--- src/rtl/mma_pkg.sv ---
package mma_pkg;

  // Fixed widths of the item fields and configuration registers.
  localparam int unsigned IdxW     = 3;
  localparam int unsigned ValW     = 64;
  localparam int unsigned HalfW    = 32;
  localparam int unsigned DimW     = 4;
  localparam int unsigned CfgIdxW  = 2;
  localparam int unsigned CfgDataW = 4;

  // Configuration register indexes.
  localparam logic [CfgIdxW-1:0] CFG_RESULT_ROWS  = 2'd0;
  localparam logic [CfgIdxW-1:0] CFG_INNER_LENGTH = 2'd1;
  localparam logic [CfgIdxW-1:0] CFG_RESULT_COLS  = 2'd2;
  localparam logic [CfgIdxW-1:0] CFG_ACCUMULATE   = 2'd3;

  // Reset values of the dimension registers.
  localparam logic [DimW-1:0] DIM_RESET = 4'd8;

  typedef enum logic [1:0] {
    OP_LOAD_A  = 2'd0,
    OP_LOAD_B  = 2'd1,
    OP_LOAD_C  = 2'd2,
    OP_COMPUTE = 2'd3
  } op_e;

  typedef enum logic [2:0] {
    ST_IDLE,
    ST_FETCH,
    ST_MUL_LL,
    ST_MUL_HL,
    ST_MUL_LH,
    ST_ACC,
    ST_CSUM,
    ST_EMIT
  } state_e;

  typedef struct packed {
    op_e                    op;
    logic [IdxW-1:0]        row;
    logic [IdxW-1:0]        col;
    logic signed [ValW-1:0] value;
  } in_item_t;

  typedef struct packed {
    logic [IdxW-1:0]        out_row;
    logic [IdxW-1:0]        out_col;
    logic signed [ValW-1:0] out_value;
    logic                   last;
  } out_item_t;

endpackage

--- src/rtl/mma_store.sv ---
module mma_store #(
  parameter int unsigned DEPTH = 64,
  parameter int unsigned AW    = 6
) (
  input  logic                         clk_i,
  input  logic                         we_i,
  input  logic [AW-1:0]                waddr_i,
  input  logic [mma_pkg::ValW-1:0]     wdata_i,
  input  logic [AW-1:0]                raddr_i,
  output logic [mma_pkg::ValW-1:0]     rdata_o
);

  logic [mma_pkg::ValW-1:0] mem [DEPTH];
  logic [mma_pkg::ValW-1:0] rdata_q;

  // One write port and one registered read port.
  always_ff @(posedge clk_i) begin
    if (we_i) begin
      mem[waddr_i] <= wdata_i;
    end
    rdata_q <= mem[raddr_i];
  end

  assign rdata_o = rdata_q;

endmodule

--- config.mk ---
export PLATFORM = sky130hd
export DESIGN_NAME = mma_store
export DESIGN_NICKNAME = d
export VERILOG_FILES = /design/src/rtl/mma_pkg.sv /design/src/rtl/mma_store.sv
export SDC_FILE = /design/constraint.sdc
export NUM_CORES = 2
export LEC_CHECK = 0
export BUFFER_PORTS_ARGS = -buffer_cell sky130_fd_sc_hd__buf_2
export CORE_MARGIN = 5
export CORE_UTILIZATION = 40
export DETAILED_ROUTE_END_ITERATION = 10
export HOLD_SLACK_MARGIN = 0.06
export SETUP_SLACK_MARGIN = 0.3
export SYNTH_ARGS = -nofsm -noshare
export SYNTH_HDL_FRONTEND = slang
export SYNTH_SLANG_ARGS = --single-unit
export TNS_END_PERCENT = 1
--- constraint.sdc ---
create_clock -name clk_i -period 6.67 [get_ports clk_i]
set_input_delay 1.0005 -clock clk_i [delete_from_list [all_inputs] [get_ports clk_i]]
set_output_delay 1.0005 -clock clk_i [all_outputs]
set_load 0.005 [all_outputs]
==> reports/qor.yml <==
slew_viol_final: 0
vias_per_cell: 5.93
synth_top_area_share_pct: 78.7
drt_iter0_drc: 9255
fp.dieH_um: 635
rows: 229
tns_ns: 0
chipWidth_um: 635
start_util_pct: 40.2
path_cells: "buf_8 > nor2b_4 > buf_12 > a22oi_1 > and3_1 > a211oi_1"
grt_pass1_vias: 75700
worstMarginPinSlew_ns: 1.28
yosys.area_share.simple_pct: 1.24
place_inst: 11800
min_to: "mem[60][14]"
timing.rr.end: "rdata_o[11]"
synthCells: 6598
synth_nets: 6676
h-tree-depth: 5
tritoncts: "yes"
area_growth_pct: 14.0
reg2reg_slack_ns: 4.39
hpwl_mm: 233
ir_worst_vdd_uv: 205
cts.clk_slew.worst_paths_ns: 0.06
final_cell_mix: "edfxtp_1, mux4_2, clkbuf_16, buf_4, a22oi_1"
cts.repair.resized: 0
clockBufferDepth: 4
required_ns: 7.40
synth_warnings: 0
critPathArrivalTime_ns: 4.15
multi_input_area_um2: 30800
cts_buffers: 410
ctsHoldBuffers: 0
ys_types: 33
core_um2: 389000
setup_viol_count_final: 0
final_common_cell: "edfxtp_1"
final_area_um2: 178000
synth_largest_area_cell: "edfxtp_1"
synth-adder-area-share_pct: 0
antenna_found_initial: 32
routed_wl_mm: 432
leakage_uw: 0.0551
syn_area_per_cell_um2: 23.7
grt_max_degree: 101
critical_path_class: "in -> reg"
power_density_nw_per_um2: 306
grt_pass1_wl_mm: 605
drc: 0
fin_skew_ns: 0.0650
critPathLaunch: "raddr_i[2]"
clock.fmax_mhz: 292
rsz0062_at_grt: "no"
start_kind: "primary input"
via_count: 74600
hold_depth: 2
post_drt_wl_per_cell_um: 34.4
clkSinkCount: 4160
ys_ff_latch: 4160
synth_area_leaders: "edfxtp_1, mux4_2, mux2i_1"
dieArea_um2: 403000
track_usage_pct: 21.1
post_cts_buffers: 0
worst-r2r-cell-count: 5
worstSkewPairLatency_ns: 0.98
port_buffers: 141
finalNetCount: 7084
ant_nets: 0
fin_crit_sh_pct: 51.3
cp_max_fo: 43
seq_area_um2: 124000
yosysSeqAreaShare_pct: 79.5
drv_cap: 0
slowest_stage: "nor2b_4"
overflow: 0
drive_gt1_share_pct: 28.4
hold_path_class: "in -> reg"
slowest_delay_ns: 0.95
final_cells: 12600
r2r_start: "mem[43][11]"
hp-start: "wdata_i[14]"
gp_congestion: 0.786
syn_area_um2: 156000
status: "finished clean"
fin_crit_ns: 3.42
fillCellCount: 32100
firstDrtPassIters: 5
synth-compound-area-share_pct: 2.48
end_kind: "flip-flop"
synthXorXnorAreaFrac_pct: 0
place_area_um2: 165000
ioPinCount: 142
cts_root_buffer: "clkbuf_16"
synth_top_family_by_area: "multiplexers"
slew_headroom_pct: 14.7
synth.mux.area_fraction_pct: 15.6
hold_viol_final: 0
## Yosys cell counts, drive strengths merged
cell	n
nand3	45
nor2	112
a22oi	168
a211oi	63
a41oi	26
mux4	1024
o221ai	38
mux2i	135
inv	19
nand4b	1
edfxtp	4096
nor3	2
or2	28
o22ai	83
nand2b	11
and3	64
and2	3
clkbuf	140
dfxtp	64
or3b	1
nor2b	28
a2bb2oi	19
buf	230
nand2	58
a22o	88
a31o	1
nand3b	2
nand4	2
or3	29
a31oi	18
## critical path: cells and delay by family
kind            cells  cell delay [ns]
simple gates        2             1.20
buf+inv             2             0.79
compound gates      2             0.98
## cell families (layout without fill, tap and decap cells)
kind of cell / Yosys count / after routing
buffers and inverters: 389 / 1155
other: 0 / 19
flip-flops: 4160 / 4160
multiplexers: 1159 / 1159
AND/OR/NAND/NOR: 386 / 386
AO/OA/AOI/OAI: 504 / 504
## report_power, final
group	switching (uW)	internal (uW)	leakage, uW
logic	1540	903	0.0111
registers	138	29000	0.0374
clock network	9820	13200	0.00661
total	11500	43100	0.0551
## layer usage
| layer | track usage [%] | up-vias | share of wire, % |
|---|---|---|---|
| met1 | 29.5 | 41100 | 40 |
| met4 | 6.20 | 0 | 3.2 |
| li1 | - | 29400 | - |
| met3 | 3.17 | 693 | 8.0 |
| met5 | 0 | - | 0 |
| met2 | 34.5 | 3445 | 49 |
## final cells by class
cell class | instances | area share [%]
Timing Repair Buffer | 366 | 1.74
Antenna cell | 19 | 0.0267
Clock inverter | 222 | 1.24
Clock buffer | 548 | 6.30
Tap cell | 5197 | 3.65
Inverter | 19 | 0.0400
Multi-Input combinational cell | 2049 | 17.3
Sequential cell | 4160 | 69.7
## how the worst max path moves through the flow
stage,endpoint,slack [ns]
6_report,rdata_o[51],3.25
5_1_grt,rdata_o[54],3.26
4_1_cts,mem[13][33],3.38
3_5_place_dp,mem[13][23],2.38
3_3_place_gp,rdata_o[51],2.38
2_1_floorplan,mem[49][0],0.24
## sequential cells by signal (all words and copies together), names as in the netlist
name	count
rdata_o	64
mem	4096
## through the flow
stage | setup WS (ns) | power (uW) | hold slack (ns) | util [%]
after floorplan | 0.240 | 30900 | 0.788 | -
after global placement | 2.38 | 32100 | 0.830 | 42.3
after detailed placement | 2.38 | 32100 | 0.838 | 42.3
after CTS | 3.38 | 55000 | 0.666 | 45.8
after global routing | 3.26 | 56200 | 0.700 | 45.8
final | 3.25 | 54600 | 0.731 | 45.8
Power figures use the tool's default switching activity.
